[src/rtl/allc_pkg.sv]
package allc_pkg;

   typedef enum logic [1:0] {
      OP_INSERT = 2'd0,
      OP_DELETE = 2'd1,
      OP_READ   = 2'd2,
      OP_NONE   = 2'd3
   } allc_op_type;

   typedef enum logic [1:0] {
      ST_OK    = 2'd0,
      ST_FULL  = 2'd1,
      ST_BAD   = 2'd2,
      ST_EMPTY = 2'd3
   } allc_status_type;

   typedef enum logic [3:0] {
      S_INIT_HEAD,
      S_INIT_TAIL,
      S_IDLE,
      S_INS_RD,
      S_INS_WR,
      S_RD_DATA,
      S_DEL_A,
      S_DEL_B,
      S_SCAN,
      S_FIN,
      S_REPLY
   } allc_state_type;

   localparam int unsigned HEAD_SLOT  = 0;
   localparam int unsigned TAIL_SLOT  = 1;
   localparam int unsigned FIRST_FREE = 2;

   typedef struct packed {
      logic [1:0]         req_type;
      logic [3:0]         node_index;
      logic signed [31:0] value;
   } allc_req_item_type;

   typedef struct packed {
      logic [1:0]         status;
      logic [3:0]         node_slot;
      logic [3:0]         next_slot;
      logic signed [31:0] key_value;
      logic [3:0]         moved_from;
      logic [4:0]         used_slots;
   } allc_rsp_item_type;

endpackage

[src/rtl/array_linked_list_compacting.sv]
// Singly linked list held in a key memory and a link memory, both synchronous RAMs with
// registered read data and one write and one read port each. Slot 0 is the head sentinel,
// slot 1 the tail sentinel, and used slots stay dense. One item is worked on at a time. A
// delete that does not free the last used slot walks the link memory one slot per cycle
// after unlinking, to redirect every link that points at the last used slot, which is then
// moved into the freed slot. Items that fail a check on acceptance go straight to the
// reply state; a delete with no successor fails after reading the link. Results wait in an
// output register so a new item is taken while the previous result is still stalled.
// After reset the head link and then the tail link are written before the first item
// is accepted.
module array_linked_list_compacting
   import allc_pkg::*;
#(
   parameter int unsigned SLOTS = 16
) (
   input  logic              clock,
   input  logic              reset,
   input  logic              req_valid,
   output logic              req_stall,
   input  allc_req_item_type req_item,
   output logic              rsp_valid,
   input  logic              rsp_stall,
   output allc_rsp_item_type rsp_item
);

   localparam int unsigned SW   = $clog2(SLOTS);
   localparam int unsigned CW   = $clog2(SLOTS + 1);
   localparam int unsigned CMPW = (CW > 4) ? CW : 4;

   logic [31:0]   key_mem  [SLOTS];
   logic [SW-1:0] link_mem [SLOTS];

   logic          key_we, key_re, link_we, link_re;
   logic [SW-1:0] key_waddr, key_raddr, link_waddr, link_raddr;
   logic [31:0]   key_wdata;
   logic [SW-1:0] link_wdata;
   logic [31:0]   key_rd_ff;
   logic [SW-1:0] link_rd_ff;

   allc_state_type    state_ff, state_in;
   allc_op_type       op_ff, op_in;
   logic [SW-1:0]     node_ff, node_in;
   logic [31:0]       value_ff, value_in;
   logic [SW-1:0]     gone_ff, gone_in;
   logic [31:0]       removed_ff, removed_in;
   logic [SW-1:0]     last_link_ff, last_link_in;
   logic [CW-1:0]     scan_idx_ff, scan_idx_in;
   logic              pend_ff, pend_in;
   logic [SW-1:0]     pend_idx_ff, pend_idx_in;
   logic [CW-1:0]     fill_ff, fill_in;
   allc_rsp_item_type res_ff, res_in;
   logic              rsp_valid_ff, rsp_valid_in;
   allc_rsp_item_type rsp_item_ff, rsp_item_in;

   logic [CMPW-1:0] node_ext;
   logic [SW-1:0]   node_addr;
   logic [CW-1:0]   fill_m1;
   logic [SW-1:0]   last_slot;
   logic [SW-1:0]   fill_slot;
   logic            rsp_free;
   allc_op_type     req_op;
   logic            node_bad;

   assign node_ext  = CMPW'(req_item.node_index);
   assign node_addr = node_ext[SW-1:0];
   assign fill_m1   = fill_ff - CW'(1);
   assign last_slot = fill_m1[SW-1:0];
   assign fill_slot = fill_ff[SW-1:0];
   assign rsp_free  = !rsp_valid_ff || !rsp_stall;
   assign req_op    = allc_op_type'(req_item.req_type);
   assign node_bad  = (node_ext >= CMPW'(fill_ff)) ||
                      ((req_op != OP_READ) && (node_ext == CMPW'(TAIL_SLOT)));

   // memories
   always_ff @(posedge clock) begin
      if (key_we) key_mem[key_waddr] <= key_wdata;
      if (key_re) key_rd_ff <= key_mem[key_raddr];
   end

   always_ff @(posedge clock) begin
      if (link_we) link_mem[link_waddr] <= link_wdata;
      if (link_re) link_rd_ff <= link_mem[link_raddr];
   end

   always_ff @(posedge clock) begin
      if (reset) begin
         state_ff     <= S_INIT_HEAD;
         fill_ff      <= CW'(FIRST_FREE);
         rsp_valid_ff <= 1'b0;
         pend_ff      <= 1'b0;
      end else begin
         state_ff     <= state_in;
         fill_ff      <= fill_in;
         rsp_valid_ff <= rsp_valid_in;
         pend_ff      <= pend_in;
      end
   end

   always_ff @(posedge clock) begin
      op_ff        <= op_in;
      node_ff      <= node_in;
      value_ff     <= value_in;
      gone_ff      <= gone_in;
      removed_ff   <= removed_in;
      last_link_ff <= last_link_in;
      scan_idx_ff  <= scan_idx_in;
      pend_idx_ff  <= pend_idx_in;
      res_ff       <= res_in;
      rsp_item_ff  <= rsp_item_in;
   end

   always_comb begin
      state_in     = state_ff;
      op_in        = op_ff;
      node_in      = node_ff;
      value_in     = value_ff;
      gone_in      = gone_ff;
      removed_in   = removed_ff;
      last_link_in = last_link_ff;
      scan_idx_in  = scan_idx_ff;
      pend_in      = 1'b0;
      pend_idx_in  = pend_idx_ff;
      fill_in      = fill_ff;
      res_in       = res_ff;
      rsp_valid_in = rsp_valid_ff && rsp_stall;
      rsp_item_in  = rsp_item_ff;
      key_we       = 1'b0;
      key_re       = 1'b0;
      link_we      = 1'b0;
      link_re      = 1'b0;
      key_waddr    = gone_ff;
      key_raddr    = node_addr;
      link_waddr   = node_ff;
      link_raddr   = node_addr;
      key_wdata    = key_rd_ff;
      link_wdata   = link_rd_ff;
      req_stall    = (state_ff != S_IDLE);

      unique case (state_ff)
         S_INIT_HEAD: begin
            link_we    = 1'b1;
            link_waddr = SW'(HEAD_SLOT);
            link_wdata = SW'(TAIL_SLOT);
            state_in   = S_INIT_TAIL;
         end
         S_INIT_TAIL: begin
            link_we    = 1'b1;
            link_waddr = SW'(TAIL_SLOT);
            link_wdata = SW'(TAIL_SLOT);
            state_in   = S_IDLE;
         end
         S_IDLE: begin
            if (req_valid) begin
               op_in    = req_op;
               node_in  = node_addr;
               value_in = req_item.value;
               res_in   = '{status: ST_OK, node_slot: '0, next_slot: '0, key_value: '0,
                            moved_from: '0, used_slots: 5'(fill_ff)};
               if (req_op == OP_NONE) begin
                  state_in = S_REPLY;
               end else if (node_bad) begin
                  res_in.status    = ST_BAD;
                  res_in.node_slot = req_item.node_index;
                  state_in         = S_REPLY;
               end else if (req_op == OP_INSERT && fill_ff == CW'(SLOTS)) begin
                  res_in.status    = ST_FULL;
                  res_in.node_slot = req_item.node_index;
                  state_in         = S_REPLY;
               end else begin
                  link_re = 1'b1;
                  unique case (req_op)
                     OP_INSERT: state_in = S_INS_RD;
                     OP_DELETE: state_in = S_DEL_A;
                     default: begin
                        key_re   = 1'b1;
                        state_in = S_RD_DATA;
                     end
                  endcase
               end
            end
         end
         S_INS_RD: begin
            link_we    = 1'b1;
            link_waddr = fill_slot;
            link_wdata = link_rd_ff;
            key_we     = 1'b1;
            key_waddr  = fill_slot;
            key_wdata  = value_ff;
            res_in     = '{status: ST_OK, node_slot: 4'(fill_slot),
                           next_slot: 4'(link_rd_ff), key_value: value_ff,
                           moved_from: '0, used_slots: 5'(fill_ff + CW'(1))};
            state_in   = S_INS_WR;
         end
         S_INS_WR: begin
            link_we    = 1'b1;
            link_waddr = node_ff;
            link_wdata = fill_slot;
            fill_in    = fill_ff + CW'(1);
            state_in   = S_REPLY;
         end
         S_RD_DATA: begin
            res_in = '{status: ST_OK, node_slot: 4'(node_ff), next_slot: 4'(link_rd_ff),
                       key_value: (node_ff < SW'(FIRST_FREE)) ? '0 : key_rd_ff,
                       moved_from: '0, used_slots: 5'(fill_ff)};
            state_in = S_REPLY;
         end
         S_DEL_A: begin
            if (link_rd_ff < SW'(FIRST_FREE) || CW'(link_rd_ff) >= fill_ff) begin
               res_in = '{status: ST_EMPTY, node_slot: 4'(node_ff), next_slot: '0,
                          key_value: '0, moved_from: '0, used_slots: 5'(fill_ff)};
               state_in = S_REPLY;
            end else begin
               gone_in    = link_rd_ff;
               link_re    = 1'b1;
               link_raddr = link_rd_ff;
               key_re     = 1'b1;
               key_raddr  = link_rd_ff;
               state_in   = S_DEL_B;
            end
         end
         S_DEL_B: begin
            removed_in = key_rd_ff;
            link_we    = 1'b1;
            link_waddr = node_ff;
            link_wdata = link_rd_ff;
            if (gone_ff == last_slot) begin
               fill_in  = fill_m1;
               res_in   = '{status: ST_OK, node_slot: 4'(gone_ff), next_slot: '0,
                            key_value: key_rd_ff, moved_from: 4'(last_slot),
                            used_slots: 5'(fill_m1)};
               state_in = S_REPLY;
            end else begin
               // fetch the key of the slot that will move
               key_re      = 1'b1;
               key_raddr   = last_slot;
               scan_idx_in = '0;
               state_in    = S_SCAN;
            end
         end
         S_SCAN: begin
            if (scan_idx_ff < fill_ff) begin
               link_re     = 1'b1;
               link_raddr  = scan_idx_ff[SW-1:0];
               pend_in     = 1'b1;
               pend_idx_in = scan_idx_ff[SW-1:0];
               scan_idx_in = scan_idx_ff + CW'(1);
            end
            if (pend_ff) begin
               // redirect links to the last slot toward the freed one
               if (link_rd_ff == last_slot) begin
                  link_we    = 1'b1;
                  link_waddr = pend_idx_ff;
                  link_wdata = gone_ff;
               end
               if (pend_idx_ff == last_slot) begin
                  last_link_in = (link_rd_ff == last_slot) ? gone_ff : link_rd_ff;
               end
            end else if (scan_idx_ff == fill_ff) begin
               state_in = S_FIN;
            end
         end
         S_FIN: begin
            key_we     = 1'b1;
            key_waddr  = gone_ff;
            key_wdata  = key_rd_ff;
            link_we    = 1'b1;
            link_waddr = gone_ff;
            link_wdata = last_link_ff;
            fill_in    = fill_m1;
            res_in     = '{status: ST_OK, node_slot: 4'(gone_ff), next_slot: '0,
                           key_value: removed_ff, moved_from: 4'(last_slot),
                           used_slots: 5'(fill_m1)};
            state_in   = S_REPLY;
         end
         S_REPLY: begin
            if (rsp_free) begin
               rsp_valid_in = 1'b1;
               rsp_item_in  = res_ff;
               state_in     = S_IDLE;
            end
         end
         default: state_in = S_IDLE;
      endcase
   end

   assign rsp_valid = rsp_valid_ff;
   assign rsp_item  = rsp_item_ff;

endmodule
[config.mk]
export PLATFORM = sky130hd
export DESIGN_NAME = array_linked_list_compacting
export DESIGN_NICKNAME = d
export VERILOG_FILES = /design/src/rtl/allc_pkg.sv /design/src/rtl/array_linked_list_compacting.sv
export SDC_FILE = /design/constraint.sdc
export NUM_CORES = 1
export LEC_CHECK = 0
export ABC_AREA = 0
export BUFFER_PORTS_ARGS = -buffer_cell sky130_fd_sc_hd__buf_2
export CAP_MARGIN = 20
export CORE_UTILIZATION = 56
export CTS_CLUSTER_SIZE = 24
export DETAILED_ROUTE_END_ITERATION = 10
export PLACE_DENSITY = 0.76
export SLEW_MARGIN = 20
export SYNTH_ARGS = -nofsm -noshare
export SYNTH_HDL_FRONTEND = slang
export SYNTH_SLANG_ARGS = --single-unit
[constraint.sdc]
create_clock -name clock -period 6.8 [get_ports clock]
set_input_delay 0.34 -clock clock [delete_from_list [all_inputs] [get_ports clock]]
set_output_delay 0.34 -clock clock [all_outputs]
set_load 0.01 [all_outputs]
Word-level counts from Yosys, hierarchy flattened
Memories as Yosys holds them, arrays and structs flattened. A register that Yosys moved wholly into a read port is not among the register bits.
Cells that the tools add are included.
{ "op_classes": {"addsub": 3, "n_lt_le_gt_ge": 5, "eq_ne": 28, "n_mux": 61, "bitwise_logic": 2, "n_reduce_logical": 28} }
{ "op_table": {"columns": ["operator", "n"], "rows": [
  ["51-bit case mux with 6 select lines", 1],
  ["51-bit 2-to-1 mux", 3],
  ["32-bit 2-to-1 mux", 2],
  ["4-bit 2-to-1 mux", 16],
  ["4-bit case mux with 8 select lines", 1],
  ["1-bit 2-to-1 mux", 21],
  ["5-bit 2-to-1 mux", 4],
  ["4-bit case mux with 5 select lines", 1],
  ["2-bit inequality test, second input constant", 9],
  ["4-bit by 3-bit equality test with 1-bit output, second input constant", 4],
  ["4-bit case mux with 2 select lines", 2],
  ["4-bit case mux with 4 select lines", 1],
  ["5-bit case mux with 3 select lines", 1],
  ["4-bit equality test", 3],
  ["4-bit equality test, second input constant", 3],
  ["6-bit 2-to-1 mux", 2],
  ["5-bit by 1-bit adder with 5-bit output, second input constant", 2],
  ["4-bit by 5-bit >= comparator with 1-bit output", 2],
  ["5-bit case mux with 2 select lines", 1],
  ["2-bit AND reduction", 5],
  ["4-bit by 1-bit equality test with 1-bit output, second input constant", 2],
  ["4-bit by 2-bit equality test with 1-bit output, second input constant", 2],
  ["4-bit by 2-bit < comparator with 1-bit output, second input constant", 2],
  ["4-bit AND reduction", 2],
  ["other kinds (24)", 35]
]} }
{ "word_totals": {"reg_bits": 198, "mem_bits_rw": 576, "inputBits": 42, "output_inout_bits": 53, "wordCells": 152, "mem_count": 2} }
{ "memory_table": {"columns": ["memory", "words", "width", "read_ports", "rd_clocked_by_memory_dff", "wr", "line", "rtl"], "rows": [
  ["key_mem", 16, 32, 1, 1, 1, "array_linked_list_compacting.sv:30", "logic [31:0] key_mem [SLOTS];"],
  ["link_mem", 16, 4, 1, 1, 1, "array_linked_list_compacting.sv:31", "logic [SW-1:0] link_mem [SLOTS];"]
]} }

Logic depth before layout (Yosys ltp)
{ "depth": {"ltp_word": 8, "mapped_depth": 16} }

Worst setup path after synthesis
OpenSTA, ideal clock, no wires.
{ "synth_path": {"path_type": "reg-to-reg", "from": "register fill_ff[0]", "to": "register res_ff[0] in the netlist's numbering, enable pin", "setup_time_ns": 0.533, "arrival_ns": 5.894, "slack_ns": 0.373, "path_stages_with_launch": 11, "n_path_buf": 3, "period_less_slack_ns": 6.427, "path_cell_list": "dfxtp_1 -> buf_2 -> clkinv_1 -> ha_1 -> clkbuf_1 -> xor3_1 -> and3b_1 -> buf_2 -> a21o_1 -> and2_1 -> nor3b_1"} }
{ "synth_via": {"elab_chain_len": 4, "elab_cells_between_ends": 7, "classes_between": "add/sub (1); order compare (1); eq/ne (3); reduce/logical (2)"} }
{ "synth_lines": {"columns": ["element", "line", "rtl"], "rows": [
  ["start, declared", "array_linked_list_compacting.sv:50", "logic [CW-1:0] fill_ff, fill_in;"],
  ["start signal, assigned", "array_linked_list_compacting.sv:88", "fill_ff <= CW'(FIRST_FREE);"],
  ["start signal, assigned", "array_linked_list_compacting.sv:93", "fill_ff <= fill_in;"],
  ["5-bit by 1-bit subtractor with 5-bit output or 4-bit by 5-bit >= comparator with 1-bit output (tied branches)", "array_linked_list_compacting.sv:66, array_linked_list_compacting.sv:208", null],
  ["4-bit equality test or 1-bit logical OR (tied branches)", "array_linked_list_compacting.sv:226, array_linked_list_compacting.sv:208", null],
  ["2-bit inequality test (no line)", null, null],
  ["4-bit AND reduction (no line) *", null, null],
  ["end signal, assigned", "array_linked_list_compacting.sv:108", "res_ff <= res_in;"],
  ["end, declared", "array_linked_list_compacting.sv:51", "allc_rsp_item_type res_ff, res_in;"]
]} }
Mark *: on every way between the ends. The rest lies on a longest branch, timed or not.
A chain may end at the register's enable or synchronous reset.

Worst setup path after layout
{ "layout_path": {"from": "register fill_ff[0]", "to": "register key_rd_ff[13], read port of key_mem, data pin"} }
{ "layout_via": {"elab_chain_len": 7, "elab_cells_between_ends": 18, "classes_between": "add/sub (1); order compare (2); eq/ne (2); mux (10); reduce/logical (3)"} }
{ "layout_lines": {"columns": ["element", "line", "rtl"], "rows": [
  ["parallel branches: the longest is 7 deep, another holds 4-bit by 5-bit >= comparator with 1-bit output", null, null],
  ["end, declared", "array_linked_list_compacting.sv:37", "logic [31:0] key_rd_ff;"]
]} }
Parallel ways; which one is timed is not known.

==> out/metrics.csv <==
metric,value,unit
Hold WC Path Type,input pin to flip-flop,
Post-Syn Area,33200,um^2
initial antenna violation count,0,
skew final,0.0328,ns
multi-input logic area,8400,um^2
largest net degree at the start of global routing,161,
die width,245,um
die area,60200,um^2
post-route DRC violation count,0,
max cap viols,0,
Crit. End Element,flip-flop,
"Distinct cells, synth",77,
Min Hold Slack,0.0664,ns
Lkg Pwr,12.6,nW
status,completed,
Worst EP required,7.13,ns
Crit Path Max Fanout,47,
gpl congestion,0.955,
Clock Sinks,810,
first-pass GRT wire length,134000,um
synthesized flop and latch total,810,
initial core utilization,57.1,%
final net count,2487,
die height,245,um
Max Clock Freq,190,MHz
Setup Slack @ Placement,1.46,ns
Pins Over Slew Limit,0,
H-tree Lvls,3,
Setup CP Type,flip-flop to flip-flop,
Root Driver,clkbuf_16,
relative slew slack,28.3,%
min Tclk post-route,5.26,ns
"FFs w/ async S/R, synth",0,%
"EDFF count, synth",799,
Skew-Pair Late Insertion Delay,0.64,ns
overall via count from detail_route,22200,
fill count,3998,
first-pass iteration count of the detailed router,9,
syn_nets,2410,
P_int,8.93,mW
vias in the first global route,21700,
crit start category,flip-flop,
crit path buf inv count,2,
Post-Route WL,90100,um
Routed wire per std cell,27.7,um
area of placed instances,34600,um^2
Final Util,64.5,%
synth top area cells,"edfxtp_1 72%, nand2_1 2.7%, a21oi_1 2.5%",
"Seq/Total Area, Yosys",72.9,%
drt via density,6.82,
P_sw,3.20,mW
GRT Total Usage,30.0,%
syn avg cell area,14.1,um^2
clock power share,35.7,%
RSZ-0062 raised after global routing,no,
CP max stage cell,dfxtp_1,
n_diodes,0,
setup tns final,0,ns
"commonest non-fill, non-tap cell in the layout",edfxtp_1,
Final Hold Viols,0,
design area,37500,um^2
"Largest stage delay, worst path",0.75,ns
First DRT Iteration DRCs,3373,
fin crit share,77.4,%
input/output buffers,94,
Synth top area share,72.3,%
Sw Ratio,26.4,%
Power per Cell Area,324,nW/um^2
Layout area overhead,12.9,%
Std-Cell Rows,88,
dpl cells,3077,
most frequent cells in the layout,"799 x edfxtp_1, 237 x nand2_1, 164 x a21oi_1",
Post-DP HPWL,49500,um
Main synth FF type,edfxtp_1,
core area,58100,um^2
Max rail drop VDD,0.295,mV
Ys Warns,0,
Total Power,12.1,mW
register area,24200,um^2
Flop pwr share,49.9,%
CTS max path bufs,3,
Non-Filler Instances,3256,
global route total overflow,0,
Setup WS post-layout,1.54,ns
Gate power share,14.4,%
Worst-Margin Slew,1.07,ns
post-route ant nets,0,
largest area contributor in the netlist,edfxtp_1,
Worst path top cell family by delay,compound AO/OA/AOI/OAI gates,
Final Setup Violations,0,
IO Pins,95,
"Cell Chain, Critical Path","clkinv_1, ha_1, xor2_1, and3b_1, a211oi_1, a311o_2, or2_4, buf_4, nand3_1, a22oi_1, o311ai_0",
CTS tree,yes,
share of cells above drive strength 1,12.5,%
Clock transition at path regs,0.06,ns
cts bufs inserted,80,
WP data arrival,5.59,ns
Post-Synthesis Cells,2352,
==> sequential cells by signal, summed over array words and instances (netlist names) <==
| register | flops |
|---|---|
| fill_ff | 5 |
| gone_ff | 4 |
| key_mem | 512 |
| key_rd_ff | 32 |
| last_link_ff | 4 |
| link_mem | 64 |
| link_rd_ff | 4 |
| node_ff | 4 |
| pend_ff | 1 |
| pend_idx_ff | 4 |
| removed_ff | 32 |
| res_ff | 51 |
| rsp_item | 51 |
| rsp_valid | 1 |
| scan_idx_ff | 5 |
| state_ff | 4 |
| value_ff | 32 |
==> cell type report <==
cell class,instances,share of cell area [%]
Clock buffer,99,5.64
Multi-Input combinational cell,1333,22.4
Clock inverter,45,1.17
Inverter,19,0.190
Tap cell,765,2.55
Timing Repair Buffer,185,3.44
Sequential cell,810,64.6
==> worst paths after layout <==
| check | slack, ns | endpoint | start | depth (start not counted) |
|---|---|---|---|---|
| max | 1.54 | key_rd_ff[13] | fill_ff[0] | 11 |
| min | 0.07 | node_ff[2] | req_item[34] | 1 |
| max reg2reg | 1.54 | key_rd_ff[13] | fill_ff[0] | 11 |
| min reg2reg | 0.42 | rsp_item[11] | res_ff[11] | 0 |
==> synthesized netlist by cell type, drive strengths merged, types with 4 or more instances <==
library cell,instances
edfxtp,799
nand2,238
a21oi,165
clkbuf,143
o21ai,141
nand3,110
nor2,79
a21o,70
a311oi,66
a22oi,65
a211oi,47
buf,47
and3,39
a32oi,38
a211o,33
o311ai,31
nor3,22
mux2i,20
inv,17
xnor2,17
ha,16
a31oi,11
dfxtp,11
nand2b,10
xor2,9
and2,7
nor2b,7
nor3b,6
nand3b,5
nor4,5
a221o,4
a22o,4
a32o,4
nand4,4
o211ai,4
o21bai,4
o22ai,4
o31ai,4
or2,4
==> repair_timing <==
action	in CTS	in global routing
gates resized for setup	0	0
hold buffers	32	0
endpoints found under the hold margin	32	0
setup buffers	0	0
==> routing by layer <==
metal	up-vias	GRT usage, %	part of all wire, %
li1	9397	-	-
met1	10800	41.3	37
met3	262	7.49	13
met5	-	0	0
met4	0	13.0	4.0
met2	1732	45.7	46
==> kinds of logic (layout without fill, tap and decap cells) <==
family	after synthesis	count (layout)	share of synthesized area [%]
AO/OA/AOI/OAI	715	715	14.7
multiplexers	20	20	0.603
XOR/XNOR	28	28	0.826
AND/OR/NAND/NOR	554	554	7.80
adder cells (fa/ha/maj)	16	16	0.603
flip-flops	810	810	72.9
buffers and inverters	209	348	2.50
==> power by group through the flow <==
| stage | Clock [mW] | Sequential (mW) | Combinational, mW |
|---|---|---|---|
| finish | 4.33 | 6.05 | 1.74 |
| global route | 4.55 | 6.07 | 1.87 |
| CTS | 4.36 | 6.05 | 1.70 |
| detailed placement | 0 | 6.16 | 1.67 |
| global placement | 0 | 6.15 | 1.62 |
| floorplan | 0 | 6.13 | 1.10 |
Power figures use the tool's default switching activity.
